**src/sv/psc_pkg.sv**
```systemverilog
package psc_pkg;

  localparam int unsigned OpW   = 4;
  localparam int unsigned ArgW  = 32;
  localparam int unsigned CmdW  = 4;
  localparam int unsigned ValW  = 32;
  localparam int unsigned StW   = 4;
  localparam int unsigned VolW  = 8;
  localparam int unsigned HndW  = 32;
  localparam int unsigned AttW  = 4;
  localparam int unsigned PerW  = 16;
  localparam int unsigned LimW  = 4;
  localparam int unsigned MaxCmds = 3;
  localparam int unsigned CntW  = 2;

  localparam int unsigned InDataW  = 40;
  localparam int unsigned OutDataW = 80;

  localparam logic [PerW-1:0] PeriodReset = 16'd1000;
  localparam logic [LimW-1:0] LimitReset  = 4'd4;
  localparam logic [VolW-1:0] VolumeReset = 8'd50;

  localparam logic CFG_PERIOD = 1'b0;
  localparam logic CFG_LIMIT  = 1'b1;

  localparam logic [OpW-1:0] OP_STATUS    = 4'd0;
  localparam logic [OpW-1:0] OP_LINK_UP   = 4'd1;
  localparam logic [OpW-1:0] OP_GOT_IP    = 4'd2;
  localparam logic [OpW-1:0] OP_LINK_DOWN = 4'd3;
  localparam logic [OpW-1:0] OP_START     = 4'd4;
  localparam logic [OpW-1:0] OP_VOLUME    = 4'd5;
  localparam logic [OpW-1:0] OP_STOP      = 4'd6;
  localparam logic [OpW-1:0] OP_STREAM_OK = 4'd7;
  localparam logic [OpW-1:0] OP_STREAM_NG = 4'd8;
  localparam logic [OpW-1:0] OP_DEC_OK    = 4'd9;
  localparam logic [OpW-1:0] OP_DEC_NG    = 4'd10;
  localparam logic [OpW-1:0] OP_PLAY_OK   = 4'd11;
  localparam logic [OpW-1:0] OP_RESTART   = 4'd12;

  localparam logic [CmdW-1:0] CMD_STREAM_START = 4'd0;
  localparam logic [CmdW-1:0] CMD_STREAM_STOP  = 4'd1;
  localparam logic [CmdW-1:0] CMD_DEC_START    = 4'd2;
  localparam logic [CmdW-1:0] CMD_DEC_STOP     = 4'd3;
  localparam logic [CmdW-1:0] CMD_VOLUME       = 4'd4;
  localparam logic [CmdW-1:0] CMD_PLAY_START   = 4'd5;
  localparam logic [CmdW-1:0] CMD_PLAY_STOP    = 4'd6;
  localparam logic [CmdW-1:0] CMD_ARM          = 4'd7;
  localparam logic [CmdW-1:0] CMD_TIMER_STOP   = 4'd8;
  localparam logic [CmdW-1:0] CMD_STATUS       = 4'd9;

  // one event's worth of commands; value belongs to the final command only
  typedef struct packed {
    logic [CntW-1:0]              cnt;
    logic [MaxCmds-1:0][CmdW-1:0] cmd;
    logic [ValW-1:0]              value;
    logic [StW-1:0]               rep_state;
    logic [VolW-1:0]              rep_volume;
    logic [HndW-1:0]              rep_stream;
  } bundle_t;

endpackage

```
**src/sv/psc_front.sv**
```systemverilog
module psc_front
  import psc_pkg::*;
(
  input  logic                clk,
  input  logic                rst,
  input  logic                in_valid,
  output logic                in_ready,
  input  logic [OpW-1:0]      op,
  input  logic [ArgW-1:0]     arg,
  input  logic                cfg_we,
  input  logic                cfg_sel,
  input  logic [PerW-1:0]     cfg_wdata,
  input  logic                q_full,
  output logic                push,
  output bundle_t             push_data
);

  typedef enum logic [StW-1:0] {
    ST_LINK    = 4'd0,
    ST_IP      = 4'd1,
    ST_READY   = 4'd2,
    ST_STREAM  = 4'd3,
    ST_DECODER = 4'd4,
    ST_PLAYER  = 4'd5,
    ST_RUNNING = 4'd6,
    ST_RESTART = 4'd7,
    ST_ERROR   = 4'd8
  } state_t;

  state_t          state, state_next;
  logic [VolW-1:0] volume, volume_next;
  logic [HndW-1:0] handle, handle_next;
  logic [AttW-1:0] attempts, attempts_next;
  logic [PerW-1:0] period;
  logic [LimW-1:0] limit;
  logic            retry_ok;
  logic [ValW-1:0] arm_val;
  logic            accept;
  bundle_t         b;

  assign in_ready  = !q_full;
  assign accept    = in_valid && in_ready;
  assign retry_ok  = attempts < limit;
  assign arm_val   = {{(ValW-PerW){1'b0}}, period} << attempts;
  assign push      = accept && (b.cnt != '0);
  assign push_data = b;

  always_comb begin
    state_next    = state;
    volume_next   = volume;
    handle_next   = handle;
    attempts_next = attempts;
    b             = '0;
    if (op == OP_STATUS) begin
      b.cnt        = 2'd1;
      b.cmd[0]     = CMD_STATUS;
      b.rep_state  = state;
      b.rep_volume = volume;
      b.rep_stream = handle;
    end else begin
      unique case (state)
        ST_LINK: begin
          if (op == OP_LINK_UP) state_next = ST_IP;
        end
        ST_IP: begin
          if (op == OP_GOT_IP) state_next = ST_READY;
          else if (op == OP_LINK_DOWN) state_next = ST_LINK;
        end
        ST_READY: begin
          if (op == OP_START) begin
            handle_next = arg;
            b.cnt       = 2'd1;
            b.cmd[0]    = CMD_STREAM_START;
            b.value     = arg;
            state_next  = ST_STREAM;
          end else if (op == OP_VOLUME) begin
            volume_next = arg[VolW-1:0];
            b.cnt       = 2'd1;
            b.cmd[0]    = CMD_VOLUME;
            b.value     = {{(ValW-VolW){1'b0}}, arg[VolW-1:0]};
          end else if (op == OP_LINK_DOWN) begin
            state_next = ST_LINK;
          end
        end
        ST_STREAM: begin
          if (op == OP_STREAM_OK) begin
            b.cnt      = 2'd1;
            b.cmd[0]   = CMD_DEC_START;
            state_next = ST_DECODER;
          end else if (op == OP_STREAM_NG) begin
            if (retry_ok) begin
              b.cnt         = 2'd1;
              b.cmd[0]      = CMD_ARM;
              b.value       = arm_val;
              attempts_next = attempts + 1'b1;
              state_next    = ST_RESTART;
            end else begin
              state_next = ST_ERROR;
            end
          end
        end
        ST_DECODER: begin
          if (op == OP_DEC_OK) begin
            b.cnt      = 2'd1;
            b.cmd[0]   = CMD_PLAY_START;
            b.value    = {{(ValW-16){1'b0}}, arg[15:0]};
            state_next = ST_PLAYER;
          end else if (op == OP_DEC_NG) begin
            b.cmd[0] = CMD_STREAM_STOP;
            if (retry_ok) begin
              b.cnt         = 2'd2;
              b.cmd[1]      = CMD_ARM;
              b.value       = arm_val;
              attempts_next = attempts + 1'b1;
              state_next    = ST_RESTART;
            end else begin
              b.cnt      = 2'd1;
              state_next = ST_ERROR;
            end
          end
        end
        ST_PLAYER: begin
          if (op == OP_PLAY_OK) begin
            attempts_next = '0;
            state_next    = ST_RUNNING;
          end
        end
        ST_RUNNING: begin
          if (op == OP_LINK_DOWN || op == OP_STOP) begin
            b.cnt      = 2'd3;
            b.cmd[0]   = CMD_PLAY_STOP;
            b.cmd[1]   = CMD_DEC_STOP;
            b.cmd[2]   = CMD_STREAM_STOP;
            state_next = (op == OP_LINK_DOWN) ? ST_LINK : ST_READY;
          end else if (op == OP_STREAM_NG) begin
            b.cmd[0] = CMD_PLAY_STOP;
            b.cmd[1] = CMD_DEC_STOP;
            if (retry_ok) begin
              b.cnt         = 2'd3;
              b.cmd[2]      = CMD_ARM;
              b.value       = arm_val;
              attempts_next = attempts + 1'b1;
              state_next    = ST_RESTART;
            end else begin
              b.cnt      = 2'd2;
              state_next = ST_ERROR;
            end
          end else if (op == OP_VOLUME) begin
            volume_next = arg[VolW-1:0];
            b.cnt       = 2'd1;
            b.cmd[0]    = CMD_VOLUME;
            b.value     = {{(ValW-VolW){1'b0}}, arg[VolW-1:0]};
          end
        end
        ST_RESTART: begin
          if (op == OP_RESTART) begin
            b.cnt      = 2'd1;
            b.cmd[0]   = CMD_STREAM_START;
            b.value    = handle;
            state_next = ST_STREAM;
          end else if (op == OP_LINK_DOWN) begin
            b.cnt      = 2'd1;
            b.cmd[0]   = CMD_TIMER_STOP;
            state_next = ST_LINK;
          end else if (op == OP_STOP) begin
            b.cnt      = 2'd1;
            b.cmd[0]   = CMD_TIMER_STOP;
            state_next = ST_READY;
          end
        end
        ST_ERROR: begin
          if (op == OP_LINK_DOWN) begin
            state_next = ST_LINK;
          end else if (op == OP_STOP) begin
            attempts_next = '0;
            state_next    = ST_READY;
          end else if (op == OP_START) begin
            attempts_next = '0;
            handle_next   = arg;
            b.cnt         = 2'd1;
            b.cmd[0]      = CMD_STREAM_START;
            b.value       = arg;
            state_next    = ST_STREAM;
          end else if (op == OP_VOLUME) begin
            volume_next = arg[VolW-1:0];
            b.cnt       = 2'd1;
            b.cmd[0]    = CMD_VOLUME;
            b.value     = {{(ValW-VolW){1'b0}}, arg[VolW-1:0]};
          end
        end
        default: ;
      endcase
    end
  end

  always_ff @(posedge clk) begin
    if (rst) begin
      state    <= ST_LINK;
      volume   <= VolumeReset;
      handle   <= '0;
      attempts <= '0;
      period   <= PeriodReset;
      limit    <= LimitReset;
    end else begin
      if (accept) begin
        state    <= state_next;
        volume   <= volume_next;
        handle   <= handle_next;
        attempts <= attempts_next;
      end
      if (cfg_we) begin
        if (cfg_sel == CFG_PERIOD) period <= cfg_wdata;
        else limit <= cfg_wdata[LimW-1:0];
      end
    end
  end

endmodule

```
**src/sv/psc_queue.sv**
```systemverilog
module psc_queue
  import psc_pkg::*;
(
  input  logic    clk,
  input  logic    rst,
  input  logic    push,
  input  bundle_t push_data,
  input  logic    pop,
  output logic    full,
  output logic    empty,
  output bundle_t head
);

  bundle_t    mem [2];
  logic       wr_ptr;
  logic       rd_ptr;
  logic [1:0] fill;

  assign full  = fill == 2'd2;
  assign empty = fill == 2'd0;
  assign head  = mem[rd_ptr];

  always_ff @(posedge clk) begin
    if (push) mem[wr_ptr] <= push_data;
  end

  always_ff @(posedge clk) begin
    if (rst) begin
      wr_ptr <= 1'b0;
      rd_ptr <= 1'b0;
      fill   <= '0;
    end else begin
      if (push) wr_ptr <= !wr_ptr;
      if (pop)  rd_ptr <= !rd_ptr;
      if (push && !pop) fill <= fill + 2'd1;
      else if (pop && !push) fill <= fill - 2'd1;
    end
  end

endmodule

```
**src/sv/psc_back.sv**
```systemverilog
module psc_back
  import psc_pkg::*;
(
  input  logic                  clk,
  input  logic                  rst,
  input  logic                  q_empty,
  input  bundle_t               head,
  output logic                  pop,
  output logic                  out_valid,
  input  logic                  out_ready,
  output logic [OutDataW-1:0]   out_data,
  output logic                  out_last
);

  logic [CntW-1:0] idx;
  logic            load;
  logic            fin;
  logic [CmdW-1:0] cmd_sel;

  assign load    = !q_empty && (!out_valid || out_ready);
  assign fin     = (idx + 2'd1) == head.cnt;
  assign pop     = load && fin;
  assign cmd_sel = head.cmd[idx];

  always_ff @(posedge clk) begin
    if (rst) begin
      out_valid <= 1'b0;
      idx       <= '0;
    end else begin
      if (load) begin
        out_valid <= 1'b1;
        idx       <= fin ? '0 : idx + 2'd1;
      end else if (out_ready) begin
        out_valid <= 1'b0;
      end
    end
  end

  always_ff @(posedge clk) begin
    if (load) begin
      out_data <= {head.rep_stream, head.rep_volume, head.rep_state,
                   fin ? head.value : {ValW{1'b0}}, cmd_sel};
      out_last <= fin;
    end
  end

endmodule

```
**src/sv/playback_session_controller.sv**
```systemverilog
// Session controller for network audio playback.
// Slave stream: one word per event; tdata carries the event code and its
// argument. Master stream: one word per command the event causes (zero to
// three), tlast marking the final command of the event.
// Config channel: cfg_index 0 writes the base retry period, 1 the retry
// limit; always ready, to be written only while the block is idle.
// The front end decodes an event in the cycle it is taken and pushes the
// event's command group into a two-entry queue; the back end sends one
// command per cycle from a registered output stage while m_tready is high.
// The first command of an event is held in a queue entry and then in the
// output register. Throughput: one command per cycle while m_tready is high;
// an event with n commands goes out as n words. Events are taken every cycle
// while the queue has room; events with no command never enter the queue.
// A stalled master side holds the output word; the queue then fills and
// s_tready drops. Reset returns the state to awaiting link, volume 50,
// handle 0, retry count 0, period 1000, limit 4, and empties the queue.
module playback_session_controller
  import psc_pkg::*;
(
  input  logic                clk,
  input  logic                rst,
  input  logic                s_tvalid,
  output logic                s_tready,
  input  logic [InDataW-1:0]  s_tdata,   // operation[3:0], argument[35:4], zero pad
  output logic                m_tvalid,
  input  logic                m_tready,
  output logic [OutDataW-1:0] m_tdata,   // command[3:0], command_value[35:4],
                                         // report_state[39:36], report_volume[47:40],
                                         // report_stream[79:48]
  output logic                m_tlast,
  input  logic                cfg_valid,
  output logic                cfg_ready,
  input  logic                cfg_index,
  input  logic [PerW-1:0]     cfg_data
);

  logic    q_full;
  logic    q_empty;
  logic    push;
  logic    pop;
  bundle_t push_data;
  bundle_t head;

  assign cfg_ready = 1'b1;

  psc_front u_front (
    .clk       (clk),
    .rst       (rst),
    .in_valid  (s_tvalid),
    .in_ready  (s_tready),
    .op        (s_tdata[OpW-1:0]),
    .arg       (s_tdata[OpW+ArgW-1:OpW]),
    .cfg_we    (cfg_valid && cfg_ready),
    .cfg_sel   (cfg_index),
    .cfg_wdata (cfg_data),
    .q_full    (q_full),
    .push      (push),
    .push_data (push_data)
  );

  psc_queue u_queue (
    .clk       (clk),
    .rst       (rst),
    .push      (push),
    .push_data (push_data),
    .pop       (pop),
    .full      (q_full),
    .empty     (q_empty),
    .head      (head)
  );

  psc_back u_back (
    .clk       (clk),
    .rst       (rst),
    .q_empty   (q_empty),
    .head      (head),
    .pop       (pop),
    .out_valid (m_tvalid),
    .out_ready (m_tready),
    .out_data  (m_tdata),
    .out_last  (m_tlast)
  );

endmodule

```
**config.mk**
```make
export PLATFORM = sky130hd
export DESIGN_NAME = playback_session_controller
export DESIGN_NICKNAME = d
export VERILOG_FILES = /design/src/sv/psc_pkg.sv /design/src/sv/psc_front.sv /design/src/sv/psc_queue.sv /design/src/sv/psc_back.sv /design/src/sv/playback_session_controller.sv
export SDC_FILE = /design/constraint.sdc
export NUM_CORES = 1
export LEC_CHECK = 0
export ABC_CLOCK_PERIOD_IN_PS = 11720
export BUFFER_PORTS_ARGS = -buffer_cell sky130_fd_sc_hd__buf_2
export CAP_MARGIN = 20
export CORE_MARGIN = 2
export CORE_UTILIZATION = 30
export DETAILED_ROUTE_END_ITERATION = 7
export GPL_TIMING_DRIVEN = 0
export PLACE_DENSITY_LB_ADDON = 0.08
export SKIP_CTS_REPAIR_TIMING = 1
export SYNTH_ARGS = -nofsm -noshare
export SYNTH_HDL_FRONTEND = slang
export SYNTH_SLANG_ARGS = --single-unit
```
**constraint.sdc**
```tcl
create_clock -name clk -period 11.72 [get_ports clk]
set_input_delay 0.586 -clock clk [delete_from_list [all_inputs] [get_ports clk]]
set_output_delay 0.586 -clock clk [all_outputs]
set_load 0.02 [all_outputs]
```
==> run summary, run 1 <==
The detailed-route DRC error count is 0. Global routing consumed, over all layers together, approximately 17% of the routing resources. The chip width came out at about 220 um. Setup repair after global routing left no endpoint under its margin. CTS saw ~330 sinks. The most used flip-flop cell after synthesis is sky130_fd_sc_hd__edfxtp_1. The clock period minus final worst setup slack is roughly 3.8 ns.

For this block, the initial DRC count from the detailed router was 663. The buffer depth of the longest clock path is 3. The endpoint identified for the worst register-to-register timing path is u_queue.mem[1][16]. The clock skew after layout is 0.0162 ns. For the final routed database, the setup TNS stands at 0 ns. Entering global routing, the biggest net connects 50 pins.

The min-delay analysis places its worst path in the category input pin to register. TritonCTS built the clock tree. The number of input and output port buffers inserted is 140.

The number of iterations in the first detailed-routing pass came out at 5. The detailed-routed wire length on met2 is 19.0 mm. After synthesis the netlist holds a flip-flop and latch count of around 330. The worst register-to-register path begins at u_front.limit[3]. In this run the worst setup path begins at s_tdata[2]. The cell with the largest stage delay on the worst path is sky130_fd_sc_hd__nor4b_2.

The tree is rooted in a sky130_fd_sc_hd__clkbuf_16. In this run the cell area of the synthesized design comes to roughly 14000 um2. For this configuration, the core starts out at a cell density of 30.3%. The global placer's final weighted congestion is roughly 0.86. The total count of hold-check failures in the final report is 0. The floorplan has 80 rows.

The launch point of the worst hold path is cfg_data[7]. The final cycle utilization of the critical path came out at 32.4%. The die is around 220 um tall. The net count after synthesis is 1214.

The post-detailed-placement half-perimeter wirelength came out at roughly 30 mm. The share of the Yosys chip area taken by registers is a little over three fifths. STA classifies the critical path startpoint as an input pin.

The non-filler instance count after layout came out at approximately 2000. The residual overflow from global routing is 0. The worst-margin pin slew is 1.16 ns. In this run the count of I/O pins placed on the die edge is approximately 150. The final antenna diode count came out at 0. The total placed instance area is approximately 16000 um2.

The worst hold path terminates at u_front.period[7]. The detailed router used layers up to and including met4. The number of antenna violations at the first check in global routing came out at 2.

For this block, the via count after detailed routing is between 9000 and 10000. The number of cells after detailed placement is approximately 1900. The worst hold slack after final layout came out at between 0.2 and 0.3 ns. Setup violations remaining at the end of the flow were counted as 0. The run finished with clean final reports. The fraction of layout cells with a size suffix above 1 is between 20% and 30%.

Clock latency on the worst-skew pair, taken at its later pin, is 0.56 ns. The remaining max-slew budget at the tightest pin came out at 22.6%. The clock transition time at the flip-flop clock pins of the worst setup and hold paths is about 0.050 ns. After detailed routing, the number of vias per cell comes to 4.89. The gate count after technology mapping is 1147. Wire segments on met3 add up to about 1.9 mm in the final route. The layout-stage area growth over the synthesis result is 21.0%. The number of unique standard cell types used by synthesis is 75. The overall power is ~0.0027 W. The area of the die came out at about 50000 um2. The average instance in the mapped netlist occupies roughly 13 um2. The average wire per cell in the routed design came out at between 20 and 25 um. The global-route wire length before repair came out at ~63 mm. The worst stage delay on the critical path came out at 0.68 ns.

The cell count of the worst hold path came out at 3. In this run, synthesis inferred about 250 flip-flops with an integrated enable. The cell depth of the worst flop-to-flop path came out at 10. The core region area came out at between 40000 and 50000 um2.

For this block, wires on met1 add up to 19.7 mm. The data required time at the worst endpoint is ~12 ns. The worst setup path is of the input pin to register kind. The number of buffers added by the clock tree synthesis step is 40. The cell area after layout is 17400 um2. The number of pins with negative max-slew slack in the final report is 0.

The number of maximum-capacitance violations is 0. The power density normalized to cell area came out at 157 nW/um2. The highest ir drop seen on vdd came out at approximately 0.096 mV. The detail route stage leaves a number of antenna-violating nets equal to 0.

The total number of nets in the final design is approximately 1400. During synthesis, Yosys emitted a total of 0 warnings. The fraction of synthesis flops using an asynchronous set or reset pin is 0%. The worst setup path is captured at a register. The arrival time of the worst setup path came out at a little over 4 ns.

In this run the worst path has a maximum fanout of 24. Walking the worst path, the cells encountered are buf_2 > buf_2 > nor4b_2 > o211ai_1 > a21oi_1 > nor3_1 > a21oi_4 > buf_16 > buf_16 > buf_12. The static power due to leakage came out at between 5 and 6 nW.

Across all register-to-register paths, the minimum setup slack is 8.04 ns. Static timing analysis puts the maximum clock frequency at 0.264 GHz. The CTS H-tree depth is 2.

The via count of the first global-routing pass came out at a little under 10000. Summed over all layers, the routed wires come to 41.8 mm.
## placed cells by master (no fill, tap or decap), types with 7 or more instances in the layout
cell type	count
sky130_fd_sc_hd__edfxtp_1	253
sky130_fd_sc_hd__buf_2	159
sky130_fd_sc_hd__nand2_1	148
sky130_fd_sc_hd__a21oi_1	76
sky130_fd_sc_hd__dfxtp_1	76
sky130_fd_sc_hd__nor2_1	63
sky130_fd_sc_hd__clkbuf_1	60
sky130_fd_sc_hd__mux2i_1	58
sky130_fd_sc_hd__mux2_2	51
sky130_fd_sc_hd__and2_1	43
sky130_fd_sc_hd__clkbuf_16	41
sky130_fd_sc_hd__a22oi_1	37
sky130_fd_sc_hd__nand3_1	26
sky130_fd_sc_hd__o21ai_0	25
sky130_fd_sc_hd__o21ai_1	20
sky130_fd_sc_hd__inv_1	17
sky130_fd_sc_hd__mux4_2	13
sky130_fd_sc_hd__nand2b_1	10
sky130_fd_sc_hd__o211ai_1	10
sky130_fd_sc_hd__nor3_1	10
sky130_fd_sc_hd__buf_1	10
sky130_fd_sc_hd__buf_4	8
sky130_fd_sc_hd__a211oi_1	7
sky130_fd_sc_hd__buf_16	7
## cell usage after synthesis (13+ instances only)
cell	n	area, um2
sky130_fd_sc_hd__buf_2	19	95.1
sky130_fd_sc_hd__nor2_1	63	236
sky130_fd_sc_hd__a22oi_1	37	278
sky130_fd_sc_hd__inv_1	18	67.6
sky130_fd_sc_hd__dfxtp_1	76	1520
sky130_fd_sc_hd__mux2_2	51	574
sky130_fd_sc_hd__a21oi_1	77	385
sky130_fd_sc_hd__o21ai_1	20	100
sky130_fd_sc_hd__nand2_1	148	556
sky130_fd_sc_hd__nand3_1	26	130
sky130_fd_sc_hd__and2_1	43	269
sky130_fd_sc_hd__o21ai_0	25	125
sky130_fd_sc_hd__clkbuf_1	43	161
sky130_fd_sc_hd__mux4_2	13	293
sky130_fd_sc_hd__edfxtp_1	253	7600
sky130_fd_sc_hd__mux2i_1	58	581
## layout make-up
type / count / area [um2]
fillers: 4681 / 30100
flip-flops and latches: 329 / 9120
clock inverters: 11 / 95.1
well taps: 615 / 769
inverters: 19 / 73.8
plain buffers: 79 / 347
clock buffers: 63 / 1160
multi-input cells: 720 / 4900
repair buffers: 153 / 981
## kinds of logic after synthesis
group           after synthesis  share of synthesized area, %
simple gates                367                          13.1
flops                       329                          63.3
compound gates              219                          9.80
mux                         122                          10.0
buf+inv                      98                          2.90
xor+xnor                      6                         0.365
fa+ha+maj                     5                         0.434
other cells                   1                        0.0260
## flip-flops by register name, indices dropped and copies added, names as in the netlist, 2 cells and up, named ones only
register	count
u_queue.fill	2
u_front.period	16
u_front.volume	8
u_front.attempts	4
u_front.limit	4
u_back.idx	2
u_front.handle	32
u_queue.mem	172
u_front.state	4
u_back.out_data	80
## metal layers
metal | GRT usage, % | up-vias
met5 | 0 | -
met4 | 5.54 | 0
met3 | 3.06 | 59
met1 | 23.3 | 4764
li1 | - | 4674
met2 | 26.9 | 224
## how the worst max path moves through the flow
stage,endpoint,slack [ns],cells after the start
finish,u_queue.mem[1][16],7.93,10
CTS,u_queue.mem[1][12],7.93,10
floorplan,u_queue.mem[0][0],2.91,6
global placement,u_queue.mem[0][26],-3.39,8
global route,u_queue.mem[1][16],7.64,10
detailed placement,u_queue.mem[1][12],7.34,10
## power breakdown
part	leakage (nW)	internal (W)	switching (W)
combinational	2.26	0.0000805	0.000164
sequential	3.03	0.00129	0.0000160
clock	0.598	0.000702	0.000477
total	5.89	0.00208	0.000657
## through the flow
stage / util, % / setup WS (ns)
after floorplan: - / 2.91
after global placement: 33.4 / -3.39
after detailed placement: 34.0 / 7.34
after CTS: 36.7 / 7.93
after global routing: 36.7 / 7.64
final: 36.7 / 7.93
## worst max-delay path, delay by kind of cell
family	cells	cell delay (ns)
simple gates	2	0.93
compound gates	3	1.57
buf+inv	5	0.91
No activity file was read; power rests on OpenSTA's default activity.
==> inputs of run 2 (changes only) <==
--- a/config.mk
+++ b/config.mk
@@ -5,7 +5,7 @@
 export SDC_FILE = /design/constraint.sdc
 export NUM_CORES = 1
 export LEC_CHECK = 0
-export ABC_CLOCK_PERIOD_IN_PS = 11720
+export ABC_CLOCK_PERIOD_IN_PS = 3300
 export BUFFER_PORTS_ARGS = -buffer_cell sky130_fd_sc_hd__buf_2
 export CAP_MARGIN = 20
 export CORE_MARGIN = 2
==> constraint.sdc (replaced) <==
create_clock -name clk -period 3.3 [get_ports clk]
set_input_delay 0.165 -clock clk [delete_from_list [all_inputs] [get_ports clk]]
set_output_delay 0.165 -clock clk [all_outputs]
set_load 0.02 [all_outputs]
==> run 2 against run 1 <==
Compared with the run above:
- sequential share of layout area fell by 1.4 points
- final area is 2.8% higher
- global-route usage decreased by 0.091 points
- largest power group unchanged
- total power grew to 3.5 times the previous value
- critical path type is now register to register
- routed wire length grew 0.59%
==> run summary, run 2 (synthesis results as in run 1) <==
The insertion delay of the later-clocked pin in the worst-skew pair is 0.55 ns (about the same). The register with the most flip-flops in the final layout is u_queue.mem. The global placer's final weighted congestion came out at 0.864 (+0.90%).

The clock transition time at the flip-flop clock pins of the worst setup and hold paths is 0.06 ns (about the same). The largest fanout on the critical path came out at 5 (-79%). The cell count of the worst hold path is 5 (+2). The worst setup path is launched from a register. The remaining max-slew budget at the tightest pin came out at 28.3% (+5.8 points).

The via density per instance was 4.83 (-1.1%). The number of maximum-capacitance violations came to 0 (unchanged). The cell row count is 80 (unchanged).

The critical path is of the register to register type. The count of buffering cells on the critical path with inverters included is 1 (-4). The core region area came out at 47500 um2 (unchanged).

The non-filler instance count after layout is 2044 (+2.8%). The number of pins with negative max-slew slack in the final report came out at 0 (unchanged). The worst stage delay on the critical path came out at 0.62 ns (-0.06 ns). The first-iteration detailed-routing DRC count is 601 (-9.4%).

The cell with the largest stage delay on the worst path is sky130_fd_sc_hd__o211ai_1. The number of antenna violations at the first check in global routing was 0 (-2). The data required time at the worst endpoint came out at 3.76 ns (-8.21 ns). The pre-CTS setup slack is -0.856 ns (-8.20 ns). The residual overflow from global routing is 0 (unchanged). The number of iterations in the first detailed-routing pass came out at 5 (unchanged). STA classifies the critical path endpoint as a register. The boundary pin count is 146 (unchanged).

Traced cell by cell, the critical path runs through inv_1 > ha_1 > o211ai_1 > o211ai_1 > a21oi_2 > nor3_4 > a21oi_1 > ha_1 > or3_1 > a21oi_1. The area of the die is 49800 um2 (unchanged). Static timing analysis puts the maximum clock frequency at 0.324 GHz. The chip width is 223 um (unchanged). The worst hold slack after final layout came out at 0.103 ns (-0.148 ns). The number of buffers added by the clock tree synthesis step came out at 38 (-5.0%).

The worst-margin pin slew is 1.08 ns (-0.0863 ns). TritonCTS built the clock tree. The static power due to leakage came to 6.11 nW (+3.7%).

The minimum setup slack in the final design is 0.213 ns (-7.71 ns). The maximum number of pins on one net before global-route repair is 35 (-30%). The top cell types in the final layout, fill and taps aside, are sky130_fd_sc_hd__edfxtp_1, sky130_fd_sc_hd__buf_2, sky130_fd_sc_hd__nand2_1. The number of input and output port buffers inserted came to 140 (unchanged). The highest ir drop seen on vdd came out at 0.266 mV (+180%). The total number of nets in the final design was 1467 (+4.1%). The residual antenna-violating net count after detailed routing came out at 0 (unchanged). The height of the chip is 223 um (unchanged). The smallest clock period supported by the final layout is computed as between 3 and 4 ns.

Setup repair after global routing left no endpoint under its margin. The worst hold path belongs to the class input pin to register. The cell depth of the worst flop-to-flop path is 10 (unchanged).

The critical path depth in cells is 10 (unchanged). The total routing resource utilization after global routing is 16.8% (-0.091 points). The average wire per cell in the routed design is 20.6 um (-2.1%). The fraction of layout cells with a size suffix above 1 came out at 23.1% (-0.11 points). The cell at the root of the clock tree is sky130_fd_sc_hd__clkbuf_16. The largest registers in the layout are u_queue.mem (172), u_back.out_data (80), u_front.handle (32). The post-detailed-placement half-perimeter wirelength came to 30.7 mm (about the same).

The clock skew after layout was 0.0171 ns (+0.000990 ns). The core occupancy in the finished layout is 37.7% (+1.0 points). The number of cells after detailed placement came to 1914 (-0.052%). The via count of the first global-routing pass came to 9739 (-1.7%). The library cell used most frequently in the layout, excluding fill and tap cells, is sky130_fd_sc_hd__edfxtp_1. The power density normalized to cell area is 532 nW/um2 (+240%).

The arrival time of the worst setup path came out at 3.54 ns (-0.50 ns). The flip-flop count of the largest register, all copies and words added came out at 172 (unchanged). The detailed-route DRC error count is 0 (unchanged).

The number of clock sinks is 329 (unchanged). The post-detailed-routing wire length came out at 42.1 mm (+0.59%). The number of setup violations in the final report came out at 0 (unchanged).

The run finished with clean final reports. The final cycle utilization of the critical path came out at between 90% and 100%. The global-route wire length before repair came out at 62.2 mm (-0.62%). The CTS H-tree depth is 2 (unchanged). The effective utilization at floorplan came out at 30.3% (unchanged). The buffer depth of the longest clock path is 3 (unchanged). The total via count after detailed routing came to 9879 (+1.6%). The total count of hold-check failures in the final report came out at 0 (unchanged). The layout-stage area growth over the synthesis result came out at 24.4%. In this design, the largest share of critical-path delay is due to compound AO/OA/AOI/OAI gates.
run 2: cell count changes in the layout (fill, tap and decap cells not counted), sizes merged:
cell,previous run,this run
inv,20,18
clkinvlp,3,1
buf,189,196
dlygate4sd3,0,52
diode,0,1
bufinv,1,2
clkdlybuf4s15,0,1
clkbuf,106,91
clkinv,6,18
run 2: layer usage:
metal | vias to the layer above | GRT usage (%) | share of wire (%)
met2 | 214 | 26.7 | 46
met3 | 53 | 3.08 | 4.1
met1 | 4824 | 23.3 | 47
li1 | 4788 | - | -
met5 | - | 0 | 0
met4 | 0 | 5.07 | 2.4
run 2: final cells by class:
type | count | area (um2)
antenna | 1 | 2.50
inverter | 19 | 75.1
clock buffer | 48 | 1010
fill | 4628 | 29600
timing repair buffer | 213 | 1510
sequential | 329 | 9120
clock inverter | 20 | 144
buffer | 79 | 355
multi-input combinational | 720 | 4940
tap | 615 | 769
run 2: through the flow:
| stage | instance area (um2) | setup TNS (ns) | total power [W] |
|---|---|---|---|
| 2_1_floorplan | 14500 | -68.10 | 0.00527 |
| 3_3_place_gp | 15900 | -531.41 | 0.00561 |
| 3_5_place_dp | 16200 | -78.92 | 0.00563 |
| 4_1_cts | 17300 | -11.56 | 0.00965 |
| 5_1_grt | 17900 | 0 | 0.00992 |
| 6_report | 17900 | 0 | 0.00955 |
run 2: worst reg2reg max path, stage by stage, from the launching register on:
cell and delay (ns):
sky130_fd_sc_hd__dfxtp_1 0.33, sky130_fd_sc_hd__inv_1 0.05, sky130_fd_sc_hd__ha_1 0.29, sky130_fd_sc_hd__o211ai_1 0.12, sky130_fd_sc_hd__o211ai_1 0.62, sky130_fd_sc_hd__a21oi_2 0.23, sky130_fd_sc_hd__nor3_4 0.33, sky130_fd_sc_hd__a21oi_1 0.16
sky130_fd_sc_hd__ha_1 0.36, sky130_fd_sc_hd__or3_1 0.35, sky130_fd_sc_hd__a21oi_1 0.14
run 2: path summary, 6_finish.rpt:
check                                       from               end  slack, ns
worst max-delay path            u_front.limit[2]   u_queue.fill[1]       0.21
worst min-delay path                         rst    u_queue.wr_ptr       0.10
worst max register to register  u_front.limit[2]   u_queue.fill[1]       0.21
worst min register to register  u_front.limit[1]  u_front.limit[1]       0.46
run 2: where the power goes:
group | total, W | leakage, nW | switching (W) | internal, W
clock network | 0.00397 | 0.565 | 0.00166 | 0.00232
logic | 0.000919 | 2.51 | 0.000588 | 0.000331
registers | 0.00465 | 3.03 | 0.0000581 | 0.00460
total | 0.00955 | 6.11 | 0.00230 | 0.00725
==> inputs of run 3 (changes only) <==
--- a/config.mk
+++ b/config.mk
@@ -9,7 +9,7 @@
 export BUFFER_PORTS_ARGS = -buffer_cell sky130_fd_sc_hd__buf_2
 export CAP_MARGIN = 20
 export CORE_MARGIN = 2
-export CORE_UTILIZATION = 30
+export CORE_UTILIZATION = 45
 export DETAILED_ROUTE_END_ITERATION = 7
 export GPL_TIMING_DRIVEN = 0
 export PLACE_DENSITY_LB_ADDON = 0.08
==> run 3 against run 2 <==
Compared with the run above:
- the flow now finishes with violations (hold timing)
- final area decreased by 2.0%
- count of clock-buffer cells in the layout increased by 1
- worst hold slack got worse by 0.12 ns
- fmax decreased by 1.5%
- clock power decreased by 5%
- clock skew decreased by 0.0054 ns
- via count increased by 2.2%
- sequential share of layout area increased by 1.0 points
- largest cell class unchanged
- highest routed layer unchanged
- utilization increased by 18 points
- critical path depth increased by 1
- routed wire length decreased by 9.6%
- critical path type unchanged
==> run summary, run 3 (synthesis results as in run 1) <==
The run finished, with violations left. The checks that failed: hold timing. The chip width is 183 um (-18%). The worst setup path is launched from a register.

Leaving out fill and tap cells, the most frequent cells in the layout are sky130_fd_sc_hd__edfxtp_1, sky130_fd_sc_hd__buf_2, sky130_fd_sc_hd__nand2_1. The CTS H-tree depth came out at 2 (unchanged). The power density normalized to cell area is 531 nW/um2 (-0.17%). The clock transition time at the flip-flop clock pins of the worst setup and hold paths is 0.06 ns (about the same). The register with the most flip-flops is u_queue.mem. The area of the die was 33500 um2 (-33%). The static power due to leakage came out at 6.06 nW (-0.86%). The buffer depth of the longest clock path is 3 (unchanged). The clock skew after layout was 0.0118 ns (-0.00539 ns).

The number of fill cells in the layout is 2670 (-42%). The critical path is of the register to register type. The fraction of layout cells with a size suffix above 1 was 23.3% (+0.15 points).

The number of clock sinks is 329 (unchanged). The global-route wire length before repair is 56.8 mm (-8.7%). The clock period minus final worst setup slack was 3.13 ns (+0.0479 ns).

The first-iteration detailed-routing DRC count is 723 (+20%). The internal power contribution is 0.00710 W (-1.9%). The global placer's final weighted congestion is 0.900 (+4.3%).

The core region area was 31600 um2 (-34%). The via count of the first global-routing pass came to 9478 (-2.7%). The layout-stage area growth over the synthesis result is 22.0%. The post-detailed-routing wire length came to 38.0 mm (-9.6%). The highest attainable clock frequency is 0.319 GHz (-1.5%). Leaving out fill and tap cells, the most frequent cell in the layout is sky130_fd_sc_hd__edfxtp_1.

The final antenna diode count is 0 (-1). The remaining max-slew budget at the tightest pin came to 28.4% (+0.048 points). The cell depth of the worst flop-to-flop path is 11 (+1). The number of setup violations in the final report is 0 (unchanged). The routing usage on met2 came out at 34.5% (+7.8 points). The post-detailed-placement half-perimeter wirelength came out at 27.1 mm (-12%). The average wire per cell in the routed design came out at 20.9 um (+1.5%). The met1 track utilization from global routing is 33.3% (+10 points).

The cell count of the worst hold path is 3 (-2). The power share of the sequential group is 49.7% (+0.9 points). The residual overflow from global routing is 0 (unchanged).

The part of the power in the clock network is 40.4% (-1.2 points). The net switching power is 0.00224 W (-2.8%). The cell at the root of the clock tree is sky130_fd_sc_hd__clkbuf_16.

The total number of nets in the final design is 1460 (-0.48%). The non-filler instance count after layout is 1821 (-11%). The boundary pin count was 146 (unchanged).

The element type at the critical path end is a register. The number of antenna violations at the first check in global routing came out at 0 (unchanged). The relative contribution of combinational cells to total power is 9.8% (+0.2 points).

The residual antenna-violating net count after detailed routing came out at 0 (unchanged). The number of input and output port buffers inserted is 140 (unchanged). The worst-margin pin slew came to 1.07 ns (-0.000713 ns). The switching share of total power is 23.9% (-0.16 points).

The total via count after detailed routing came out at 10100 (+2.2%). TritonCTS built the clock tree. The arrival time of the worst setup path was 3.35 ns (-0.19 ns). Setup repair after global routing left no endpoint under its margin. The data required time at the worst endpoint came out at 3.51 ns (-0.25 ns). The flip-flop count of the largest register, all copies and words added is 172 (unchanged).

The largest fanout on the critical path is 23 (+18). The total count of hold-check failures in the final report is 2 (+2). The met3 global-route usage is 3.04% (-0.044 points). The total routing resource utilization after global routing came out at 22.3% (+5.5 points). The detailed-route DRC error count came to 0 (unchanged). The cell row count is 65 (-19%).

The number of cells after detailed placement came to 1702 (-11%). The highest ir drop seen on vdd came out at 0.455 mV (+71%). The layer flagged by global routing as most heavily used is met2.

The worst hold slack after final layout came out at -0.0159 ns (-0.119 ns). The number of pins with negative max-slew slack in the final report came to 0 (unchanged). The insertion delay of the later-clocked pin in the worst-skew pair is 0.51 ns (-0.04 ns). The worst hold path belongs to the class input pin to register.

The number of buffers added by the clock tree synthesis step came out at 36 (-5.3%). The height of the chip is 183 um (-18%). The maximum number of pins on one net before global-route repair is 44 (+26%). The largest registers in the layout are u_queue.mem (172), u_back.out_data (80), u_front.handle (32). The number of iterations in the first detailed-routing pass came out at 5 (unchanged). The via density per instance is 5.55 (+15%). The number of maximum-capacitance violations is 0 (unchanged).

The final cycle utilization of the critical path is 95.0% (+1.5 points). The effective utilization at floorplan came out at 45.7% (+15 points).
==> run 3: routing by layer <==
layer | vias to the layer above | share of wire (%)
met5 | - | 0
li1 | 4773 | -
met2 | 315 | 46
met3 | 56 | 4.9
met4 | 0 | 2.1
met1 | 4955 | 47
==> run 3: stage by stage <==
stage / setup WS [ns] / setup TNS [ns] / utilization [%] / cell area (um2) / power (W)
after floorplan: -0.792 / -68.10 / - / 14500 / 0.00527
after global placement: -3.35 / -488.14 / 49.7 / 15700 / 0.00558
after detailed placement: -0.673 / -34.21 / 50.5 / 15900 / 0.00560
after CTS: -0.292 / -7.01 / 54.0 / 17000 / 0.00936
after global routing: 0.0188 / 0 / 55.7 / 17600 / 0.00965
final: 0.165 / 0 / 55.7 / 17600 / 0.00934
==> run 3: final timing paths <==
check	to	startpoint	slack [ns]
worst max-delay path	u_queue.mem[1][14]	u_front.state[1]	0.17
worst min-delay path	u_front.limit[0]	cfg_valid	-0.02
worst max register to register	u_queue.mem[1][14]	u_front.state[1]	0.17
worst min register to register	u_front.limit[1]	u_front.limit[1]	0.46
==> run 3: power by group through the flow <==
stage	clock network [W]	registers [W]	logic [W]
after floorplan	0	0.00485	0.000412
after global placement	0	0.00474	0.000836
after detailed placement	0	0.00474	0.000863
after CTS	0.00385	0.00465	0.000867
after global routing	0.00401	0.00466	0.000983
final	0.00378	0.00465	0.000916
==> run 3: cell type report <==
type	instances	area (um2)	share of cell area [%]
Buffer	79	348	1.98
Sequential cell	329	9120	51.9
Clock buffer	49	980	5.57
Timing Repair Buffer	208	1480	8.43
Inverter	19	75.1	0.427
Multi-Input combinational cell	720	4940	28.1
Clock inverter	15	125	0.712
Tap cell	402	503	2.86
==> run 3: critical path: stages, from the launching register on <==
cell,delay (ns)
sky130_fd_sc_hd__dfxtp_1,0.30
sky130_fd_sc_hd__buf_2,0.21
sky130_fd_sc_hd__and4b_1,0.43
sky130_fd_sc_hd__and4_1,0.25
sky130_fd_sc_hd__clkbuf_2,0.27
sky130_fd_sc_hd__nand4b_1,0.25
sky130_fd_sc_hd__nor3_4,0.10
sky130_fd_sc_hd__a21oi_4,0.24
sky130_fd_sc_hd__buf_16,0.20
sky130_fd_sc_hd__buf_12,0.20
sky130_fd_sc_hd__buf_16,0.17
sky130_fd_sc_hd__buf_16,0.17
